**src/rqs_pkg.sv**
```systemverilog
// Package with types and constants for the ready queue scheduler select unit.
package rqs_pkg;

    localparam int ENTRIES = 16;
    localparam int IDX_W = $clog2(ENTRIES);
    localparam int CNT_W = $clog2(ENTRIES + 1);

    localparam logic [2:0] CMD_PUSH = 3'd0;
    localparam logic [2:0] CMD_DELETE = 3'd1;
    localparam logic [2:0] CMD_MIN_PRIO = 3'd2;
    localparam logic [2:0] CMD_MIN_BURST = 3'd3;
    localparam logic [2:0] CMD_MIN_QUANTUM = 3'd4;
    localparam logic [2:0] CMD_AGE = 3'd5;
    localparam logic [2:0] CMD_CLEAR_Q = 3'd6;

    localparam logic [1:0] ST_OK = 2'd0;
    localparam logic [1:0] ST_EMPTY = 2'd1;
    localparam logic [1:0] ST_FULL = 2'd2;

    typedef struct packed {
        logic [2:0]  command;
        logic [15:0] task_id;
        logic [7:0]  prio_in;
        logic [15:0] burst_in;
        logic [15:0] quantum_in;
        logic [15:0] wait_in;
    } in_beat_t;

    typedef struct packed {
        logic [1:0]  status;
        logic [15:0] sel_id;
        logic [7:0]  sel_prio;
        logic [15:0] sel_burst;
        logic [15:0] sel_quantum;
        logic [15:0] sel_wait;
        logic [4:0]  occupancy;
    } out_beat_t;

    typedef struct packed {
        logic [15:0] id;
        logic [7:0]  prio;
        logic [15:0] burst;
        logic [15:0] quantum;
        logic [15:0] waitt;
    } task_t;

    // Controls broadcast from the sequencer to every cell.
    typedef struct packed {
        logic        shift;    // move every task one cell toward the head
        logic        load;     // write a task into the selected cell
    } cell_ctrl_t;

endpackage

```
**src/ready_queue_scheduler_select_unit.sv**
```systemverilog
// Top level of the ready queue scheduler select unit: sequencer and cell chain.
// The table is a row of ENTRIES cells with cell 0 at the head; the live tasks sit in
// cells 0 to occupancy - 1 in arrival order. A push writes the cell at the current
// occupancy; the scan state writes it and the done state loads its result. Delete, select,
// aging and quantum clear walk the live tasks once: every cycle the chain moves one cell
// toward the head, and the task leaving the head is written back behind the tasks not
// yet visited and behind the ones already written back, modified on the way (aged,
// quantum cleared) or left out on a delete, which compacts the table in order. Such a
// command walks the live tasks, notices the end of the walk in the scan state and loads
// the result in the done state. The walk length is set by the single head port of the
// chain. The result sits in an output register and the next beat is taken in the cycle
// in which that result is delivered, so a command is taken only after the previous
// result has been delivered.
module ready_queue_scheduler_select_unit (
    input  logic               clk,
    input  logic               rst_n,
    input  logic               in_valid,
    output logic               in_ready,
    input  rqs_pkg::in_beat_t  in_data,
    output logic               out_valid,
    input  logic               out_ready,
    output rqs_pkg::out_beat_t out_data
);
    typedef enum logic [1:0] {S_IDLE, S_SCAN, S_DONE} state_t;

    state_t state_reg;
    rqs_pkg::in_beat_t cmd_reg;
    logic [rqs_pkg::CNT_W-1:0] fill_reg;
    logic [rqs_pkg::CNT_W-1:0] kept_reg;
    logic [rqs_pkg::CNT_W-1:0] step_reg;
    logic have_best_reg;
    logic full_reg;
    rqs_pkg::task_t best_reg;
    logic out_valid_reg;
    rqs_pkg::out_beat_t out_reg;

    rqs_pkg::cell_ctrl_t ctrl;
    rqs_pkg::task_t cells [rqs_pkg::ENTRIES];
    rqs_pkg::task_t head;
    rqs_pkg::task_t ring_in;
    rqs_pkg::task_t push_task;
    rqs_pkg::task_t write_task;
    logic live;
    logic drop;
    logic [rqs_pkg::CNT_W-1:0] wr_pos;
    logic [15:0] key_head;
    logic [15:0] key_best;

    // The head cell is the live task at this step when the step is below the count.
    assign head = cells[0];
    assign live = step_reg < fill_reg;

    always_comb
    begin
        case (cmd_reg.command)
            rqs_pkg::CMD_MIN_PRIO:
            begin
                key_head = {8'd0, head.prio};
                key_best = {8'd0, best_reg.prio};
            end
            rqs_pkg::CMD_MIN_BURST:
            begin
                key_head = head.burst;
                key_best = best_reg.burst;
            end
            default:
            begin
                key_head = head.quantum;
                key_best = best_reg.quantum;
            end
        endcase
    end

    always_comb
    begin
        ring_in = head;
        if (live && cmd_reg.command == rqs_pkg::CMD_AGE && head.id != cmd_reg.task_id
            && head.waitt != 16'hFFFF)
        begin
            ring_in.waitt = head.waitt + 16'd1;
        end
        if (live && cmd_reg.command == rqs_pkg::CMD_CLEAR_Q)
        begin
            ring_in.quantum = 16'd0;
        end
    end

    assign push_task = '{id: cmd_reg.task_id, prio: cmd_reg.prio_in,
                         burst: cmd_reg.burst_in, quantum: cmd_reg.quantum_in,
                         waitt: cmd_reg.wait_in};

    assign drop = live && cmd_reg.command == rqs_pkg::CMD_DELETE
                  && head.id == cmd_reg.task_id;

    always_comb
    begin
        ctrl = '0;
        if (state_reg == S_SCAN)
        begin
            if (cmd_reg.command == rqs_pkg::CMD_PUSH)
            begin
                ctrl.load = fill_reg != rqs_pkg::CNT_W'(rqs_pkg::ENTRIES);
            end
            else
            begin
                ctrl.shift = live;
                ctrl.load = live && !drop;
            end
        end
    end

    // During a walk the tasks not yet visited occupy the cells below occupancy - step,
    // and the tasks already written back follow them; the next one goes right behind.
    always_comb
    begin
        if (cmd_reg.command == rqs_pkg::CMD_PUSH)
        begin
            wr_pos = fill_reg;
            write_task = push_task;
        end
        else
        begin
            wr_pos = fill_reg - step_reg + kept_reg - 1'b1;
            write_task = ring_in;
        end
    end

    genvar g;
    generate
        for (g = 0; g < rqs_pkg::ENTRIES; g++)
        begin : g_cell
            rqs_pkg::task_t nxt;
            if (g == rqs_pkg::ENTRIES - 1)
            begin : g_last
                assign nxt = cells[g];
            end
            else
            begin : g_mid
                assign nxt = cells[g+1];
            end
            rqs_cell u_cell (
                .clk        (clk),
                .ctrl       (ctrl),
                .from_next  (nxt),
                .load_task  (write_task),
                .write_here (wr_pos == rqs_pkg::CNT_W'(g)),
                .held       (cells[g])
            );
        end
    endgenerate

    always_ff @(posedge clk or negedge rst_n)
    begin
        if (!rst_n)
        begin
            state_reg <= S_IDLE;
            fill_reg <= '0;
            out_valid_reg <= 1'b0;
            step_reg <= '0;
            kept_reg <= '0;
            have_best_reg <= 1'b0;
            full_reg <= 1'b0;
        end
        else
        begin
            if (out_valid_reg && out_ready)
            begin
                out_valid_reg <= 1'b0;
            end
            case (state_reg)
                S_IDLE:
                begin
                    if (in_valid && in_ready)
                    begin
                        cmd_reg <= in_data;
                        step_reg <= '0;
                        kept_reg <= '0;
                        have_best_reg <= 1'b0;
                        full_reg <= 1'b0;
                        state_reg <= S_SCAN;
                    end
                end
                S_SCAN:
                begin
                    if (cmd_reg.command == rqs_pkg::CMD_PUSH)
                    begin
                        if (ctrl.load)
                        begin
                            fill_reg <= fill_reg + 1'b1;
                        end
                        full_reg <= !ctrl.load;
                        state_reg <= S_DONE;
                    end
                    else if (live)
                    begin
                        step_reg <= step_reg + 1'b1;
                        if (!drop)
                        begin
                            kept_reg <= kept_reg + 1'b1;
                        end
                        if (!have_best_reg || key_best > key_head)
                        begin
                            have_best_reg <= 1'b1;
                            best_reg <= head;
                        end
                    end
                    else
                    begin
                        if (cmd_reg.command == rqs_pkg::CMD_DELETE)
                        begin
                            fill_reg <= kept_reg;
                        end
                        state_reg <= S_DONE;
                    end
                end
                S_DONE:
                begin
                    if (!out_valid_reg || out_ready)
                    begin
                        out_valid_reg <= 1'b1;
                        out_reg <= '0;
                        out_reg.occupancy <= 5'(fill_reg);
                        if (cmd_reg.command == rqs_pkg::CMD_PUSH && full_reg)
                        begin
                            out_reg.status <= rqs_pkg::ST_FULL;
                        end
                        if (cmd_reg.command == rqs_pkg::CMD_MIN_PRIO
                            || cmd_reg.command == rqs_pkg::CMD_MIN_BURST
                            || cmd_reg.command == rqs_pkg::CMD_MIN_QUANTUM)
                        begin
                            if (!have_best_reg)
                            begin
                                out_reg.status <= rqs_pkg::ST_EMPTY;
                            end
                            else
                            begin
                                out_reg.sel_id <= best_reg.id;
                                out_reg.sel_prio <= best_reg.prio;
                                out_reg.sel_burst <= best_reg.burst;
                                out_reg.sel_quantum <= best_reg.quantum;
                                out_reg.sel_wait <= best_reg.waitt;
                            end
                        end
                        state_reg <= S_IDLE;
                    end
                end
                default:
                begin
                    state_reg <= S_IDLE;
                end
            endcase
        end
    end

    assign in_ready = (state_reg == S_IDLE) && (!out_valid_reg || out_ready);
    assign out_valid = out_valid_reg;
    assign out_data = out_reg;

    // Occupancy never exceeds the table depth.
    a_fill_bound: assert property (@(posedge clk) disable iff (!rst_n)
        fill_reg <= rqs_pkg::CNT_W'(rqs_pkg::ENTRIES))
        else $error("occupancy above depth");

    // No new beat is taken while a command is in progress.
    a_busy: assert property (@(posedge clk) disable iff (!rst_n)
        (state_reg != S_IDLE) |-> !in_ready)
        else $error("input accepted while busy");

    // A push that fits grows the table by exactly one.
    a_push: assert property (@(posedge clk) disable iff (!rst_n)
        (ctrl.load && cmd_reg.command == rqs_pkg::CMD_PUSH)
        |=> fill_reg == $past(fill_reg) + 1'b1)
        else $error("push count slip");
endmodule

```
**src/rqs_cell.sv**
```systemverilog
// One cell of the task chain: holds one task and passes it to its neighbor.
module rqs_cell (
    input  logic                clk,
    input  rqs_pkg::cell_ctrl_t ctrl,
    input  rqs_pkg::task_t      from_next,
    input  rqs_pkg::task_t      load_task,
    input  logic                write_here,
    output rqs_pkg::task_t      held
);
    rqs_pkg::task_t task_reg;
    rqs_pkg::task_t task_next;

    // A write into this cell takes precedence over the shift.
    always_comb
    begin
        task_next = task_reg;
        if (ctrl.load && write_here)
        begin
            task_next = load_task;
        end
        else if (ctrl.shift)
        begin
            task_next = from_next;
        end
    end

    always_ff @(posedge clk)
    begin
        task_reg <= task_next;
    end

    assign held = task_reg;
endmodule
```
**config.mk**
```make
export PLATFORM = sky130hd
export DESIGN_NAME = ready_queue_scheduler_select_unit
export DESIGN_NICKNAME = d
export VERILOG_FILES = /design/src/rqs_pkg.sv /design/src/ready_queue_scheduler_select_unit.sv /design/src/rqs_cell.sv
export SDC_FILE = /design/constraint.sdc
export NUM_CORES = 2
export LEC_CHECK = 0
export BUFFER_PORTS_ARGS = -buffer_cell sky130_fd_sc_hd__buf_2
export CORE_MARGIN = 5
export CORE_UTILIZATION = 56
export CTS_CLUSTER_SIZE = 30
export DETAILED_ROUTE_END_ITERATION = 16
export HOLD_SLACK_MARGIN = 0.06
export PLACE_DENSITY = 0.76
export SYNTH_ARGS = -nofsm -noshare
export SYNTH_HDL_FRONTEND = slang
export SYNTH_SLANG_ARGS = --single-unit
```
**constraint.sdc**
```tcl
create_clock -name clk -period 7.95 [get_ports clk]
set_clock_uncertainty 0.15 [all_clocks]
set_input_delay 0.795 -clock clk [delete_from_list [all_inputs] [get_ports clk]]
set_output_delay 0.795 -clock clk [all_outputs]
set_load 0.05 [all_outputs]
```
==> flow_metrics.tcl <==
set metrics [dict create \
    grt_use_total_pct 19.4 \
    io_pins 160 \
    power_frac_comb_pct 28.0 \
    synth_ff_type "edfxtp_1" \
    synth_top_area_share_pct 72.4 \
    end_kind "flop" \
    clk_pin_slew_ns 0.06 \
    synth_nets 4627 \
    r2r-start "fill_reg[1]$_DFFE_PN0P_" \
    crit_family "simple AND/OR/NAND/NOR gates" \
    synth_edf_count 1378 \
    die_w_um 330 \
    tns_ns 0 \
    tightest_slew_ns 1.16 \
    grt_pass1_wl_um 171000 \
    placed_area_um2 59200 \
    power.density_nw_per_um2 451 \
    fp-row-count 117 \
    power.leakage_nw 24.1 \
    cp_common_cell "inv_1" \
    setup_viol 0 \
    cts_tree "done" \
    hold_class "in -> reg" \
    grt_max_degree 125 \
    yosysMostFrequentCell "edfxtp_1" \
    clock_latency_ns 0.72 \
    cts_buffer_depth 3 \
    min_period_ns 5.89 \
    clkPwrFrac_pct 20.5 \
    io_buffers 159 \
    postCtsSetupRepairBufs 0 \
    h-tree-depth 4 \
    start_util_pct 56.3 \
    async_flop_share_pct 1.43 \
    switching_power_mw 9.64 \
    die_h_um 330 \
    largest_reg_flops 1152 \
    fin_area_um2 63700 \
    cp_max_fo 72 \
    drtIter0Drc 3244 \
    ant_nets 0 \
    critPathMaxStageDelay_ns 1.07 \
    drt_wl_total_um 105000 \
    cts-root-buf "clkbuf_16" \
    hold_depth 1 \
    p_int_mw 19.1 \
    drive_above_1_share_pct 11.4 \
    synth_area_um2 57200 \
    ir_worst_vdd_mv 0.352 \
    status "finished, final reports clean" \
    ys_ff_latch 1398 \
    overflow 0 \
    avgSynthCellArea_um2 12.7 \
    dp_cells 5773 \
    grt_pass1_vias 31700 \
    synth_cells 4514 \
    arrival_ns 6.07 \
    maxSlewHeadroom_pct 22.4 \
    die_area_um2 109000 \
    detailed_place_hpwl_um 69300 \
    synth_cell_type_count 65 \
    antenna_found_initial 1 \
    vias 33500 \
    place_congestion 0.843 \
    cts_num_sinks 1398 \
    ys_seq_area_share_pct 73.2 \
    maxCapViolations 0 \
    final_max_slew_viol_count 0 \
    cpMaxStageDelayCell "nand2_4" \
    insertedDiodeCount 0 \
    drc 0 \
    rsz0062_at_grt "no" \
    worstPathCellList "inv_1, fa_1, inv_1, ha_1, inv_1, fa_1, xnor2_1, nor3_1, a31oi_1, nor2_1, nand3_2, nand2_4" \
    hold_viol 0 \
    numCtsBuffers 132 \
    syn2layout_area_growth_pct 11.3 \
    final_nets 4691 \
    ys_top_cells_by_area "edfxtp_1 72%, o21ai_0 8.3%, nand2_1 7.1%, clkbuf_1 1.4%, mux2i_1 1.3%" \
    crit_type "reg -> reg" \
    cp-start-kind "flop" \
    cp.required_ns 8.14 \
    p_seq_share_pct 51.5 \
    hold_end "cmd_reg[23]$_DFFE_PP_" \
    period_share_pct 74.0 \
    ys_warn_count 0 \
    crit_buf_inv 3 \
    holdCritStartpoint "in_data[23]" \
    firstDrtPassIters 5 \
    r2r_setup_slack_ns 2.06 \
    r2r_end "g_cell[6].u_cell.held[55]$_DFFE_PP_" \
    fmax_mhz 170 \
    yosys-top-cells-count "1378 x edfxtp_1, 1080 x nand2_1, 948 x o21ai_0, 216 x clkbuf_1, 110 x buf_2" \
    instances_no_fill 6045 \
    holdWs_ns 0.0997 \
    detail_route.wl_per_cell_um 17.4 \
    reg2reg_depth 12 \
    synth.largest_area_cell "edfxtp_1" \
    viasPerCell 5.54 \
    coreArea_um2 102000 \
    sw_frac_of_total_pct 33.6 \
]
-- cell families (layout without fill, tap and decap cells) --
family,count (synthesis),after routing,synth area share [%]
mux,105,105,1.91
simple gates,1343,1343,9.68
flops,1398,1398,73.2
fa+ha+maj,34,34,0.809
buf+inv,441,604,3.20
compound gates,1160,1160,10.6
xor+xnor,33,33,0.529
-- cells in the final DEF (no fill, tap or decap), drive strengths merged, types with 3 or more instances in the layout --
| cell type | n |
|---|---|
| dfrtp | 20 |
| dlygate4sd3 | 39 |
| a21oi | 53 |
| nand4 | 13 |
| and3 | 19 |
| o211ai | 3 |
| o21ai | 1030 |
| a22oi | 17 |
| nor3 | 16 |
| and2 | 76 |
| nand2b | 8 |
| mux2i | 72 |
| nand3 | 48 |
| a21o | 9 |
| xnor2 | 5 |
| nor2b | 6 |
| o21a | 3 |
| edfxtp | 1378 |
| nor4b | 3 |
| a31oi | 7 |
| inv | 105 |
| nor2 | 51 |
| or3 | 5 |
| buf | 234 |
| a32o | 12 |
| ha | 29 |
| o22ai | 5 |
| nand2 | 1080 |
| nor4 | 13 |
| mux2 | 33 |
| clkinv | 56 |
| clkinvlp | 5 |
| clkbuf | 161 |
| fa | 5 |
| bufinv | 4 |
| xor2 | 27 |
-- power by group through the flow --
stage | clock network (mW) | registers, mW | logic (mW)
2_1_floorplan | 0 | 14.8 | 5.32
3_3_place_gp | 0 | 14.8 | 7.62
3_5_place_dp | 0 | 14.9 | 7.98
4_1_cts | 5.99 | 14.8 | 8.08
5_1_grt | 6.31 | 15.1 | 9.20
6_report | 5.88 | 14.8 | 8.05
-- metal layers --
layer  wire (um)  track usage, %  part of all wire, %
met5           0               0                    0
met4        2710            6.20                  2.6
met3        6810            2.80                  6.5
met2       48300            30.5                   46
met1       47700            28.7                   45
-- how the worst max path moves through the flow --
stage,startpoint,end,slack (ns),depth (start not counted)
4_1_cts,fill_reg[1]$_DFFE_PN0P_,g_cell[6].u_cell.held[55]$_DFFE_PP_,2.07,12
3_5_place_dp,fill_reg[1]$_DFFE_PN0P_,g_cell[6].u_cell.held[40]$_DFFE_PP_,2.09,12
2_1_floorplan,out_ready,out_data[0]$_DFFE_PP_,0.55,2
3_3_place_gp,fill_reg[1]$_DFFE_PN0P_,g_cell[6].u_cell.held[40]$_DFFE_PP_,2.18,12
5_1_grt,fill_reg[1]$_DFFE_PN0P_,g_cell[6].u_cell.held[55]$_DFFE_PP_,1.61,12
6_report,fill_reg[1]$_DFFE_PN0P_,g_cell[6].u_cell.held[55]$_DFFE_PP_,2.06,12
-- timing repair --
action | 4_1_cts | 5_1_grt
gates resized for setup | 0 | 0
hold buffers | 39 | 0
hold endpoints to repair | 58 | 0
-- through the flow --
step | utilization (%) | power (mW) | worst slack, ns
3_3_place_gp | 58.3 | 22.4 | 2.18
5_1_grt | 62.7 | 30.6 | 1.61
2_1_floorplan | - | 20.1 | 0.551
6_report | 62.7 | 28.7 | 2.06
4_1_cts | 62.7 | 28.9 | 2.07
3_5_place_dp | 58.3 | 22.9 | 2.09
-- cell type report --
| cell class | instances | area [um^2] |
|---|---|---|
| Clock buffer | 161 | 3520 |
| Clock inverter | 72 | 510 |
| Fill cell | 7193 | 37900 |
| Inverter | 98 | 368 |
| Multi-Input combinational cell | 2675 | 13900 |
| Sequential cell | 1398 | 41900 |
| Tap cell | 1368 | 1710 |
| Timing Repair Buffer | 273 | 1750 |
Power figures use the tool's default switching activity.
